$ cat src/design/sse_pkg.sv
// package for the server-sent-events stream parser
// holds line-mode and result-kind codes, character constants and prefix tables
// no dependencies
`default_nettype none

package sse_pkg;

    // line parse modes
    typedef enum logic [2:0] {
        MODE_START      = 3'd0,
        MODE_MATCH_DATA = 3'd1,
        MODE_MATCH_NAME = 3'd2,
        MODE_IN_DATA    = 3'd3,
        MODE_IN_NAME    = 3'd4,
        MODE_SKIP       = 3'd5
    } t_line_mode;

    // result kinds
    typedef enum logic [2:0] {
        KIND_NONE         = 3'd0,
        KIND_DATA_CLEARED = 3'd1,
        KIND_DATA_BYTE    = 3'd2,
        KIND_NAME_CLEARED = 3'd3,
        KIND_NAME_BYTE    = 3'd4,
        KIND_DELIVER      = 3'd5,
        KIND_DISCARD      = 3'd6
    } t_kind;

    localparam logic [7:0] CH_CR = 8'h0d;
    localparam logic [7:0] CH_LF = 8'h0a;

    localparam logic [2:0] DATA_PREFIX_LEN = 3'd6;
    localparam logic [2:0] NAME_PREFIX_LEN = 3'd7;

    // "data: " one character per position
    function automatic logic [7:0] data_prefix_char(input logic [2:0] pos);
        logic [7:0] c;
        case (pos)
            3'd0:    c = 8'h64;  // d
            3'd1:    c = 8'h61;  // a
            3'd2:    c = 8'h74;  // t
            3'd3:    c = 8'h61;  // a
            3'd4:    c = 8'h3a;  // :
            3'd5:    c = 8'h20;  // space
            default: c = 8'h00;
        endcase
        return c;
    endfunction

    // "event: " one character per position
    function automatic logic [7:0] name_prefix_char(input logic [2:0] pos);
        logic [7:0] c;
        case (pos)
            3'd0:    c = 8'h65;  // e
            3'd1:    c = 8'h76;  // v
            3'd2:    c = 8'h65;  // e
            3'd3:    c = 8'h6e;  // n
            3'd4:    c = 8'h74;  // t
            3'd5:    c = 8'h3a;  // :
            3'd6:    c = 8'h20;  // space
            default: c = 8'h00;
        endcase
        return c;
    endfunction

endpackage

`default_nettype wire

$ cat src/design/sse_event_stream_parser_top.sv
// server-sent-events stream parser, top level
// framing state machine between an input register and a result register
// depends on sse_pkg
//
// Usage:
//   Input channel (i_valid / o_ready / i_byte_in) carries one raw stream byte
//   per transfer. Output channel (o_valid / i_ready / o_kind / o_byte_out)
//   carries exactly one result per input byte, in input order: a kind code
//   (none, data/name cleared, data/name byte, event deliver/discard) and the
//   payload byte for data and name bytes, zero otherwise.
//   Throughput: one byte per cycle sustained while i_ready is high; the
//   framing state updates as a byte moves from the input register to the
//   result register, so only a receiver stall holds the rate below one
//   transfer per clock.
//   Path: a transferred byte is held in the input register, then in the
//   result register, whose content drives the output.
//   Reset: synchronous active-low i_rst_n empties both registers and puts the
//   framer at line start with no pending line end, no CR seen and no data.
//   Receiver stall: the result register holds its value and the input
//   register keeps the byte behind it; once both hold a byte o_ready drops
//   in the same cycle (it follows i_ready) until the result is taken.
//   No byte is dropped or repeated.
`default_nettype none

module sse_event_stream_parser_top
    import sse_pkg::*;
(
    input  wire logic       i_clk,
    input  wire logic       i_rst_n,
    // byte input
    input  wire logic       i_valid,
    output logic            o_ready,
    input  wire logic [7:0] i_byte_in,
    // result output
    output logic            o_valid,
    input  wire logic       i_ready,
    output logic [2:0]      o_kind,
    output logic [7:0]      o_byte_out
);

    // input register
    logic       r_in_valid;
    logic [7:0] r_in_byte;

    // result register
    logic       r_out_valid;
    t_kind      r_out_kind;
    logic [7:0] r_out_byte;

    // framing state
    t_line_mode r_line_mode,   n_line_mode;
    logic [2:0] r_prefix_pos,  n_prefix_pos;
    logic       r_ends_in_row, n_ends_in_row;
    logic       r_last_was_cr, n_last_was_cr;
    logic       r_data_nonempty, n_data_nonempty;

    // combinational result
    t_kind      w_kind;
    logic [7:0] w_byte;

    // shared decode of the byte in the input register
    logic w_take;
    logic w_absorb;
    logic w_line_end;
    logic w_data_ok;
    logic w_name_ok;
    logic w_data_done;
    logic w_name_done;

    // a byte moves forward when the result register is free or being drained
    assign w_take  = r_in_valid && (!r_out_valid || i_ready);
    assign o_ready = !r_in_valid || w_take;

    assign w_absorb   = r_last_was_cr && (r_in_byte == CH_LF);
    assign w_line_end = (r_in_byte == CH_CR) || (r_in_byte == CH_LF);
    assign w_data_ok  = (r_prefix_pos < DATA_PREFIX_LEN)
                        && (data_prefix_char(r_prefix_pos) == r_in_byte);
    assign w_name_ok  = (r_prefix_pos < NAME_PREFIX_LEN)
                        && (name_prefix_char(r_prefix_pos) == r_in_byte);
    assign w_data_done = w_data_ok && (r_prefix_pos + 3'd1 == DATA_PREFIX_LEN);
    assign w_name_done = w_name_ok && (r_prefix_pos + 3'd1 == NAME_PREFIX_LEN);

    // next framing state
    always_comb begin
        n_line_mode     = r_line_mode;
        n_prefix_pos    = r_prefix_pos;
        n_ends_in_row   = r_ends_in_row;
        n_last_was_cr   = r_last_was_cr;
        n_data_nonempty = r_data_nonempty;
        if (w_absorb) begin
            n_last_was_cr = 1'b0;
        end else if (w_line_end) begin
            n_last_was_cr = (r_in_byte == CH_CR);
            n_line_mode   = MODE_START;
            n_prefix_pos  = 3'd0;
            if (r_ends_in_row) begin
                n_ends_in_row   = 1'b0;
                n_data_nonempty = 1'b0;
            end else begin
                n_ends_in_row = 1'b1;
            end
        end else begin
            n_ends_in_row = 1'b0;
            n_last_was_cr = 1'b0;
            case (r_line_mode)
                MODE_START: begin
                    if (r_in_byte == data_prefix_char(3'd0)) begin
                        n_line_mode  = MODE_MATCH_DATA;
                        n_prefix_pos = 3'd1;
                    end else if (r_in_byte == name_prefix_char(3'd0)) begin
                        n_line_mode  = MODE_MATCH_NAME;
                        n_prefix_pos = 3'd1;
                    end else begin
                        n_line_mode  = MODE_SKIP;
                        n_prefix_pos = 3'd0;
                    end
                end
                MODE_MATCH_DATA: begin
                    if (!w_data_ok) begin
                        n_line_mode  = MODE_SKIP;
                        n_prefix_pos = 3'd0;
                    end else if (w_data_done) begin
                        n_line_mode     = MODE_IN_DATA;
                        n_prefix_pos    = 3'd0;
                        n_data_nonempty = 1'b0;
                    end else begin
                        n_prefix_pos = r_prefix_pos + 3'd1;
                    end
                end
                MODE_MATCH_NAME: begin
                    if (!w_name_ok) begin
                        n_line_mode  = MODE_SKIP;
                        n_prefix_pos = 3'd0;
                    end else if (w_name_done) begin
                        n_line_mode  = MODE_IN_NAME;
                        n_prefix_pos = 3'd0;
                    end else begin
                        n_prefix_pos = r_prefix_pos + 3'd1;
                    end
                end
                MODE_IN_DATA: begin
                    n_data_nonempty = 1'b1;
                end
                MODE_IN_NAME: begin
                end
                default: begin
                    n_line_mode  = MODE_SKIP;
                    n_prefix_pos = 3'd0;
                end
            endcase
        end
    end

    // result for the byte in the input register
    always_comb begin
        w_kind = KIND_NONE;
        w_byte = 8'd0;
        if (w_absorb) begin
            w_kind = KIND_NONE;
        end else if (w_line_end) begin
            if (r_ends_in_row) begin
                w_kind = r_data_nonempty ? KIND_DELIVER : KIND_DISCARD;
            end
        end else begin
            case (r_line_mode)
                MODE_MATCH_DATA: begin
                    if (w_data_done) begin
                        w_kind = KIND_DATA_CLEARED;
                    end
                end
                MODE_MATCH_NAME: begin
                    if (w_name_done) begin
                        w_kind = KIND_NAME_CLEARED;
                    end
                end
                MODE_IN_DATA: begin
                    w_kind = KIND_DATA_BYTE;
                    w_byte = r_in_byte;
                end
                MODE_IN_NAME: begin
                    w_kind = KIND_NAME_BYTE;
                    w_byte = r_in_byte;
                end
                default: begin
                    w_kind = KIND_NONE;
                end
            endcase
        end
    end

    // input register
    always_ff @(posedge i_clk) begin
        if (!i_rst_n) begin
            r_in_valid <= 1'b0;
        end else if (o_ready) begin
            r_in_valid <= i_valid;
        end
        if (i_valid && o_ready) begin
            r_in_byte <= i_byte_in;
        end
    end

    // framing state advances once per byte moved forward
    always_ff @(posedge i_clk) begin
        if (!i_rst_n) begin
            r_line_mode     <= MODE_START;
            r_prefix_pos    <= 3'd0;
            r_ends_in_row   <= 1'b0;
            r_last_was_cr   <= 1'b0;
            r_data_nonempty <= 1'b0;
        end else if (w_take) begin
            r_line_mode     <= n_line_mode;
            r_prefix_pos    <= n_prefix_pos;
            r_ends_in_row   <= n_ends_in_row;
            r_last_was_cr   <= n_last_was_cr;
            r_data_nonempty <= n_data_nonempty;
        end
    end

    // result register
    always_ff @(posedge i_clk) begin
        if (!i_rst_n) begin
            r_out_valid <= 1'b0;
        end else if (w_take) begin
            r_out_valid <= 1'b1;
        end else if (i_ready) begin
            r_out_valid <= 1'b0;
        end
        if (w_take) begin
            r_out_kind <= w_kind;
            r_out_byte <= w_byte;
        end
    end

    assign o_valid    = r_out_valid;
    assign o_kind     = r_out_kind;
    assign o_byte_out = r_out_byte;

    // payload byte is zero unless the result tags a data or name byte
    a_byte_only_tagged: assert property (@(posedge i_clk) disable iff (!i_rst_n)
        (o_valid && o_kind != KIND_DATA_BYTE && o_kind != KIND_NAME_BYTE)
            |-> (o_byte_out == 8'd0))
        else $error("payload byte set on an untagged result");

    // a pending CR always leaves the framer at line start
    a_cr_at_line_start: assert property (@(posedge i_clk) disable iff (!i_rst_n)
        r_last_was_cr |-> (r_line_mode == MODE_START))
        else $error("CR pending outside line start");

    // inside a field the prefix counter is idle
    a_field_pos_zero: assert property (@(posedge i_clk) disable iff (!i_rst_n)
        (r_line_mode == MODE_IN_DATA || r_line_mode == MODE_IN_NAME)
            |-> (r_prefix_pos == 3'd0))
        else $error("prefix counter not cleared inside a field");

    // a partial data-prefix match has matched between one and five characters
    a_data_match_range: assert property (@(posedge i_clk) disable iff (!i_rst_n)
        (r_line_mode == MODE_MATCH_DATA)
            |-> (r_prefix_pos != 3'd0 && r_prefix_pos < DATA_PREFIX_LEN))
        else $error("data prefix position out of range");

endmodule

`default_nettype wire
$ cat config.mk
export PLATFORM = sky130hd
export DESIGN_NAME = sse_event_stream_parser_top
export DESIGN_NICKNAME = d
export VERILOG_FILES = /design/src/design/sse_pkg.sv /design/src/design/sse_event_stream_parser_top.sv
export SDC_FILE = /design/constraint.sdc
export NUM_CORES = 1
export LEC_CHECK = 0
export BUFFER_PORTS_ARGS = -buffer_cell sky130_fd_sc_hd__buf_2
export CAP_MARGIN = 20
export CORE_MARGIN = 2
export CORE_UTILIZATION = 44
export CTS_CLUSTER_SIZE = 12
export DETAILED_ROUTE_END_ITERATION = 8
export MAX_ROUTING_LAYER = met4
export PLACE_DENSITY = 0.75
export SETUP_SLACK_MARGIN = 0.15
export SYNTH_ARGS = -nofsm -noshare
export SYNTH_HDL_FRONTEND = slang
export SYNTH_SLANG_ARGS = --single-unit
export TNS_END_PERCENT = 100
$ cat constraint.sdc
create_clock -name i_clk -period 2.98 [get_ports i_clk]
set_input_delay 0.596 -clock i_clk [delete_from_list [all_inputs] [get_ports i_clk]]
set_output_delay 0.596 -clock i_clk [all_outputs]
set_load 0.01 [all_outputs]
# After elaboration in Yosys (flattened, before gate mapping)
# Cells that the tools add are included.
[totals] output_inout_bits=13 elab_cells=98 reg_bits=30
[classes] n_eq_ne=24 order_cmp=2 n_bitwise=2 mux=35 add_sub_neg=1 reduce_logical=24
[ops] op="3-bit two-way mux" count=14
[ops] op="7-bit case mux with 6 select lines" count=1
[ops] op="3-bit case mux with 4 select lines" count=3
[ops] op="7-bit case mux with 5 select lines" count=1
[ops] op="3-bit == test, second input constant" count=6
[ops] op="8-bit by 4-bit == test with 1-bit output, second input constant" count=2
[ops] op="8-bit by 7-bit == test with 1-bit output, second input constant" count=2
[ops] op="8-bit == test" count=2
[ops] op="1-bit two-way mux" count=13
[ops] op="3-bit by 2-bit == test with 1-bit output, second input constant" count=4
[ops] op="4-bit != test, second input constant" count=2
[ops] op="1-bit logical AND" count=7
[ops] op="3-bit by 1-bit == test with 1-bit output, second input constant" count=2
[ops] op="3-bit logical NOT" count=2
[ops] op="3-bit less-than comparator, second input constant" count=2
[ops] op="3-bit != test, second input constant" count=2
[ops] op="6-bit AND reduction" count=1
[ops] op="2-bit OR reduction" count=3
[ops] op="5-bit AND reduction" count=1
[ops] op="2-bit two-way mux" count=2
[ops] op="3-bit by 1-bit adder with 3-bit output, second input constant" count=1
[ops] op="1-bit logical OR" count=3
[ops] op="3-bit AND reduction" count=1
[ops] op="3-bit nonzero test" count=1
[ops] op="8 further kinds" count=10

# Logic depth before layout (Yosys ltp)
# Gate-level depths: netlist of run 1.
[depth] word_depth=10 mapped_depth=10 depth_no_buf=9

# Worst setup path before layout of run 1
# OpenSTA, ideal clock, no wires.
[synth_timing] path_type="reg2reg" startpoint="register r_prefix_pos[0]" endpoint="register r_out_kind[1], in the netlist o_kind[1], data pin" period_less_slack_ps=2496 path_slack_ps=484 path_stages_with_launch=9 setup_ps=152 arrival_time_ps=2344 path_cell_list="dfxtp_1 inv_1 ha_1 o21ba_2 or4b_2 a21oi_1 nand3_2 or3_1 a31oi_1"
[synth_via] elab_chain_len=9 word_cells_on_any_way=18 cone_classes="1 x add/sub; 1 x order compare; 8 x eq/ne; 4 x mux; 4 x reduce/logical"
[synth_rtl] element="start, declared" line_no="sse_event_stream_parser_top.sv:52" source="logic [2:0] r_prefix_pos, n_prefix_pos;"
[synth_rtl] element="start signal, assigned" line_no="sse_event_stream_parser_top.sv:213" source="r_prefix_pos <= n_prefix_pos;"
[synth_rtl] element="3-bit by 2-bit == test with 1-bit output / 3-bit logical NOT (equally long branches)" line_no="sse_pkg.sv:53" source="case (pos)"
[synth_rtl] element="2-bit OR reduction (no source line)"
[synth_rtl] element="7-bit case mux with 6 select lines" line_no="sse_pkg.sv:53"
[synth_rtl] element="8-bit == test" line_no="sse_event_stream_parser_top.sv:79" source="&& (name_prefix_char(r_prefix_pos) == r_in_byte);"
[synth_rtl] element="1-bit logical AND" line_no="sse_event_stream_parser_top.sv:79"
[synth_rtl] element="1-bit logical AND *" line_no="sse_event_stream_parser_top.sv:81" source="assign w_name_done = w_name_ok && (r_prefix_pos + 3'd1 == NAME_PREFIX_LEN);"
[synth_rtl] element="2-bit two-way mux *" line_no="sse_event_stream_parser_top.sv:172" source="if (w_name_done) begin"
[synth_rtl] element="3-bit case mux with 4 select lines *" line_no="sse_event_stream_parser_top.sv:165" source="case (r_line_mode)"
[synth_rtl] element="3-bit two-way mux *" line_no="sse_event_stream_parser_top.sv:160" source="end else if (w_line_end) begin"
[synth_rtl] element="end signal, assigned" line_no="sse_event_stream_parser_top.sv:230" source="r_out_kind <= w_kind;"
[synth_rtl] element="end, declared" line_no="sse_event_stream_parser_top.sv:47" source="t_kind r_out_kind;"
# Mark *: on every way between the ends. The rest lies on a longest branch, timed or not.
# A chain may end at the register's enable or synchronous reset.

# Worst setup path after layout of run 1
[layout_timing] startpoint="register r_prefix_pos[1]" endpoint="register r_out_kind[1], in the netlist o_kind[1], data pin"
# The elaborated chain is that of the path after synthesis.

==> out/results.tsv, run 1 <==
metric	value	unit
gpl congestion	0.939	
CTS Sinks	30	
vias in the first global route	1395	
crit path capture type	flip-flop	
post-CTS setup buffer count	0	
sum of negative setup slack	0	ns
min Tclk post-route	2.72	ns
WL met2	1840	um
antenna cells	0	
crit-path cells	inv_1, ha_1, o21ba_2, or4b_2, a21oi_2, nand3_2, or3_1, a31oi_1	
largest net degree at the start of global routing	13	
metal1 wirelength	1800	um
sequential share of the synthesized area	43.2	%
syn_nets	209	
I/O pin count	25	
first-pass GRT wire length	6460	um
Cells after Synth	192	
Die ar.	4690	sq um
skew final	0.0111	ns
Synth Flop Type	edfxtp_1	
Post-DP HPWL	2880	um
Buffers on Ports	24	
Final ANT Viol Nets	0	
Syn Std Cell Area	1830	sq um
CP bufs+invs	1	
Worst EP required	3.11	ns
Core ar.	4000	sq um
clk slew on worst S/H paths	0.07	ns
H-tree depth	2	
initial cell density of the core	45.8	%
routed len/inst	14.6	um
largest area contributor in the netlist	edfxtp_1	
Num CTS Buffers	5	
Final Slew Violations	0	
hold crit path type	flip-flop to flip-flop	
CTS root buf	clkbuf_8	
die extent in x	68.5	um
1st-pass router iterations	4	
Fill cells	371	
VDD IR-drop max	0.000351	V
max_slew headroom	61.1	%
Top Layer Used	met4	
Cell Pwr Density	409	nW/um^2
Setup Viol. Count Final	0	
Post-synth ARST share	0	%
multi-input combinational cell area	1000	sq um
most frequent cells in the layout	buf_2 (24), nand2_1 (20), edfxtp_1 (19)	
Final Cycle Share	91.4	%
number of flops mapped to enable cells by yosys	19	
DRC	0	
Overall Power	0.873	mW
Leakage	0.783	nW
die height	68.5	um
Skew-Pair Late Insertion Delay	0.28	ns
# rows	23	
layout cell share with drive strength beyond 1	24.2	%
Worst Setup Start Kind	flip-flop	
max cap viols	0	
CTS max path bufs	2	
Yosys reg bits	30	
most common cell after layout, fill and taps aside	buf_2	
drt via density	5.69	
Nets	239	
GRT Total Usage	19.3	%
Resize count post-CTS	0	
total grt overflow	0	
unrepaired setup endpoints after global routing	yes	
initial antenna violation count	0	
cts hold-fix bufs	0	
CP Data Arrival Time	2.85	ns
initial detailed-routing violation count	91	
critical-path maximum fanout	8	
Synth Area per Inst	9.54	sq um
top cells by area, synth	edfxtp_1 (31%), dfxtp_1 (12%), nand2_1 (4.1%)	
Crit Path Class	flip-flop to flip-flop	
Max stage delay on crit path	0.62	ns
Peak Freq	367	MHz
CTS tree	yes	
slowest CP cell	or4b_2	
post-synth top area share	31.1	%
Vias	1553	
Sequential Area	791	sq um
metal3 WL	280	um
final wirelength	3970	um
post-synthesis cell type count	53	
Worst-Margin Slew	0.577	ns
Area Growth Syn to Fin	16.6	%
status	complete, no violations	
Fin. Hold Viols	0	
Worst path top cell family by delay	simple AND/OR/NAND/NOR gates	
Syn. warnings	0	
==> stage by stage <==
stage | setup slack, ns | cells | cell area, sq um | hold slack (ns) | util (%)
floorplan | 0.484 | 192 | 1830 | 0.449 | -
global route | 0.116 | 273 | 2140 | 0.484 | 53.4
detailed placement | 0.248 | 265 | 2030 | 0.467 | 50.7
finish | 0.256 | 273 | 2140 | 0.484 | 53.4
CTS | 0.213 | 273 | 2110 | 0.483 | 52.7
global placement | 0.288 | 265 | 2030 | 0.467 | 50.7
==> power breakdown <==
group          switching (mW)  internal (mW)  total [mW]
Combinational          0.0446         0.0356      0.0802
Clock                   0.150          0.160       0.310
Sequential             0.0212          0.462       0.483
Total                   0.216          0.658       0.873
==> cell families (layout without fill, tap and decap cells) <==
logic type	count (synthesis)	count (layout)	synth area share [%]
multiplexers	3	3	1.71
adder cells (fa/ha/maj)	5	5	3.42
XOR/XNOR	1	1	0.478
AND/OR/NAND/NOR	92	92	29.3
buffers and inverters	16	47	3.62
flip-flops	30	30	43.2
AO/OA/AOI/OAI	45	45	18.3
==> cells in the mapped netlist (all sizes together), types with 2 or more instances <==
library cell,n
or3b,2
or3,5
buf,4
nand3,3
o311ai,2
or4,2
a22oi,2
and2,9
or4b,2
a2111oi,2
and4,2
nor2b,3
nand2,20
ha,5
nor4,3
clkbuf,3
dfxtp,11
nand2b,9
o21ai,5
nand4,2
o21a,4
mux2i,2
o31ai,3
nand3b,3
nor2,11
o211ai,2
nor3,9
o21bai,2
o22ai,2
a31oi,2
and3,2
edfxtp,19
a21oi,12
inv,9
nor3b,3
==> area by class of cell <==
class | instances | area share [%]
multi-input combinational | 146 | 46.9
sequential | 30 | 37.0
timing repair buffer | 30 | 7.73
clock buffer | 6 | 3.40
tap | 50 | 2.93
inverter | 9 | 1.58
clock inverter | 2 | 0.410
==> sequential cells by signal (all words and copies together), names as in the netlist <==
name,cells
o_valid,1
r_ends_in_row,1
r_in_valid,1
r_line_mode,3
r_data_nonempty,1
r_prefix_pos,3
o_byte_out,8
r_in_byte,8
o_kind,3
r_last_was_cr,1
==> per-layer routing <==
metal	GRT usage (%)	up-vias
li1	-	773
met1	24.8	706
met2	29.9	69
met3	3.90	5
met4	7.50	0
met5	-	-
==> worst paths after layout <==
path / startpoint / to / slack [ns] / cells past startpoint
hold reg to reg: r_last_was_cr$_SDFFE_PN0P_ / r_last_was_cr$_SDFFE_PN0P_ / 0.48 / 2
setup / recovery: r_prefix_pos[1]$_SDFFE_PN0P_ / o_kind[1]$_SDFFCE_PP0P_ / 0.26 / 8
setup reg to reg: r_prefix_pos[1]$_SDFFE_PN0P_ / o_kind[1]$_SDFFCE_PP0P_ / 0.26 / 8
hold / removal: r_last_was_cr$_SDFFE_PN0P_ / r_last_was_cr$_SDFFE_PN0P_ / 0.48 / 2
==> tightest hold or removal path, cell delays in order, from the launching register on <==
cell and delay [ns]:
dfxtp_1 0.32, a21oi_1 0.06, nor2_1 0.07
Power figures use the tool's default switching activity.
==> run 2, diff against run 1 <==
--- a/config.mk
+++ b/config.mk
@@ -7,12 +7,15 @@
 export LEC_CHECK = 0
 export BUFFER_PORTS_ARGS = -buffer_cell sky130_fd_sc_hd__buf_2
 export CAP_MARGIN = 20
+export CELL_PAD_IN_SITES_DETAIL_PLACEMENT = 2
+export CELL_PAD_IN_SITES_GLOBAL_PLACEMENT = 2
 export CORE_MARGIN = 2
-export CORE_UTILIZATION = 44
+export CORE_UTILIZATION = 35
 export CTS_CLUSTER_SIZE = 12
 export DETAILED_ROUTE_END_ITERATION = 8
 export MAX_ROUTING_LAYER = met4
-export PLACE_DENSITY = 0.75
+export PLACE_DENSITY = 0.89
+export REMOVE_ABC_BUFFERS = 1
 export SETUP_SLACK_MARGIN = 0.15
 export SYNTH_ARGS = -nofsm -noshare
 export SYNTH_HDL_FRONTEND = slang
==> run 2 against run 1 <==
Via count increased by 8.5%. Routed wire length increased by 60%. Highest routed layer unchanged. Power increased by 4.3%. Clock skew increased by 0.00089 ns. Non-clock buffer count increased by 4. Maximum frequency increased by 0.60%. Sequential power about the same. Flip-flop and latch count unchanged. Global-route usage increased by 4.0 points. Largest power group unchanged. Clock power increased by 6.5%. Critical endpoint is now r_data_nonempty$_SDFFE_PN0P_.
==> out/results.tsv, run 2 (same netlist as run 1, synthesis figures left out) <==
metric	value	unit
DRC	0	
Worst path top cell family by delay	simple AND/OR/NAND/NOR gates	
Buffers on Ports	24	
Fill cells	564	
Worst-Margin Slew	0.501	ns
critical-path maximum fanout	7	
CTS tree	yes	
Num CTS Buffers	5	
final wirelength	6360	um
gpl congestion	0.886	
sum of negative setup slack	0	ns
1st-pass router iterations	4	
layout cell share with drive strength beyond 1	28.8	%
Fin. Hold Viols	0	
Vias	1685	
Overall Power	0.911	mW
antenna cells	0	
Leakage	0.811	nW
status	complete, no violations	
most common cell after layout, fill and taps aside	buf_2	
Area Growth Syn to Fin	23.2	%
CP bufs+invs	2	
Final Slew Violations	0	
largest net degree at the start of global routing	13	
fin util	44.5	%
Peak Freq	369	MHz
minimum hold slack	0.486	ns
Final ANT Viol Nets	0	
CTS max path bufs	2	
clk slew on worst S/H paths	0.07	ns
skew final	0.0120	ns
unrepaired setup endpoints after global routing	no	
min Tclk post-route	2.71	ns
hold crit path type	primary input to flip-flop	
Setup Viol. Count Final	0	
max cap viols	0	
initial detailed-routing violation count	144	
CTS root buf	clkbuf_8	
crit-path cells	inv_2, ha_4, inv_1, mux2_2, o22ai_1, nand4_1, or3_1, and3_1, o21a_1	
die extent in x	76.3	um
most frequent cells in the layout	buf_2 (24), nand2_1 (20), edfxtp_1 (19)	
Post-DP HPWL	4390	um
routed len/inst	21.5	um
H-tree depth	2	
crit path capture type	flip-flop	
Skew-Pair Late Insertion Delay	0.29	ns
slowest CP cell	dfxtp_2	
Core ar.	5070	sq um
vias in the first global route	1861	
drt via density	5.69	
CP Data Arrival Time	2.89	ns
multi-input combinational cell area	1060	sq um
Crit Path Class	flip-flop to flip-flop	
max_slew headroom	66.2	%
Worst Setup Start Kind	flip-flop	
Sequential Area	793	sq um
cts hold-fix bufs	0	
worst setup margin	0.272	ns
# rows	26	
total grt overflow	0	
die height	76.3	um
GRT Total Usage	23.4	%
Die ar.	5830	sq um
first-pass GRT wire length	10100	um
Cell Pwr Density	403	nW/um^2
Final Cycle Share	90.9	%
Worst EP required	3.16	ns
initial antenna violation count	0	
CTS Sinks	30	
Nets	243	
Max stage delay on crit path	0.43	ns
initial cell density of the core	36.1	%
Post-Place Worst Slack	0.0998	ns
VDD IR-drop max	0.000229	V
I/O pin count	25	
## run 2: worst paths after layout
| check | startpoint | to | slack [ns] | cells past startpoint |
|---|---|---|---|---|
| setup / recovery | r_prefix_pos[0]$_SDFFE_PN0P_ | r_data_nonempty$_SDFFE_PN0P_ | 0.27 | 9 |
| hold / removal | i_byte_in[3] | r_in_byte[3]$_DFFE_PP_ | 0.49 | 1 |
| setup reg to reg | r_prefix_pos[0]$_SDFFE_PN0P_ | r_data_nonempty$_SDFFE_PN0P_ | 0.27 | 9 |
| hold reg to reg | r_last_was_cr$_SDFFE_PN0P_ | r_last_was_cr$_SDFFE_PN0P_ | 0.49 | 2 |
## run 2: timing repair
| action | 4_1_cts | 5_1_grt |
|---|---|---|
| pin swaps | 0 | 2 |
| gates resized for setup | 5 | 15 |
| setup buffers | 0 | 0 |
| endpoints found under the setup margin | 6 | 8 |
## run 2: through the flow
stage | instance area (sq um) | std cells
floorplan | 1800 | 185
global placement | 2080 | 289
detailed placement | 2080 | 289
CTS | 2190 | 296
global route | 2260 | 296
finish | 2260 | 296
## run 2: layout make-up
class	count	share of cell area [%]
Timing Repair Buffer	34	8.65
Tap cell	70	3.88
Clock buffer	7	3.82
Inverter	9	1.50
Sequential cell	30	35.1
Multi-Input combinational cell	146	47.0
## run 2: where the power goes
| group | internal, mW | switching, mW |
|---|---|---|
| Sequential | 0.462 | 0.0239 |
| Combinational | 0.0397 | 0.0555 |
| Clock | 0.183 | 0.147 |
## run 2: per-layer routing
| metal | GRT usage, % | up-vias | share of wire [%] |
|---|---|---|---|
| met1 | 27.5 | 843 | 42 |
| li1 | - | 779 | - |
| met4 | 8.18 | 0 | 2.2 |
| met5 | - | - | 0 |
| met3 | 3.55 | 12 | 3.2 |
| met2 | 40.6 | 51 | 52 |
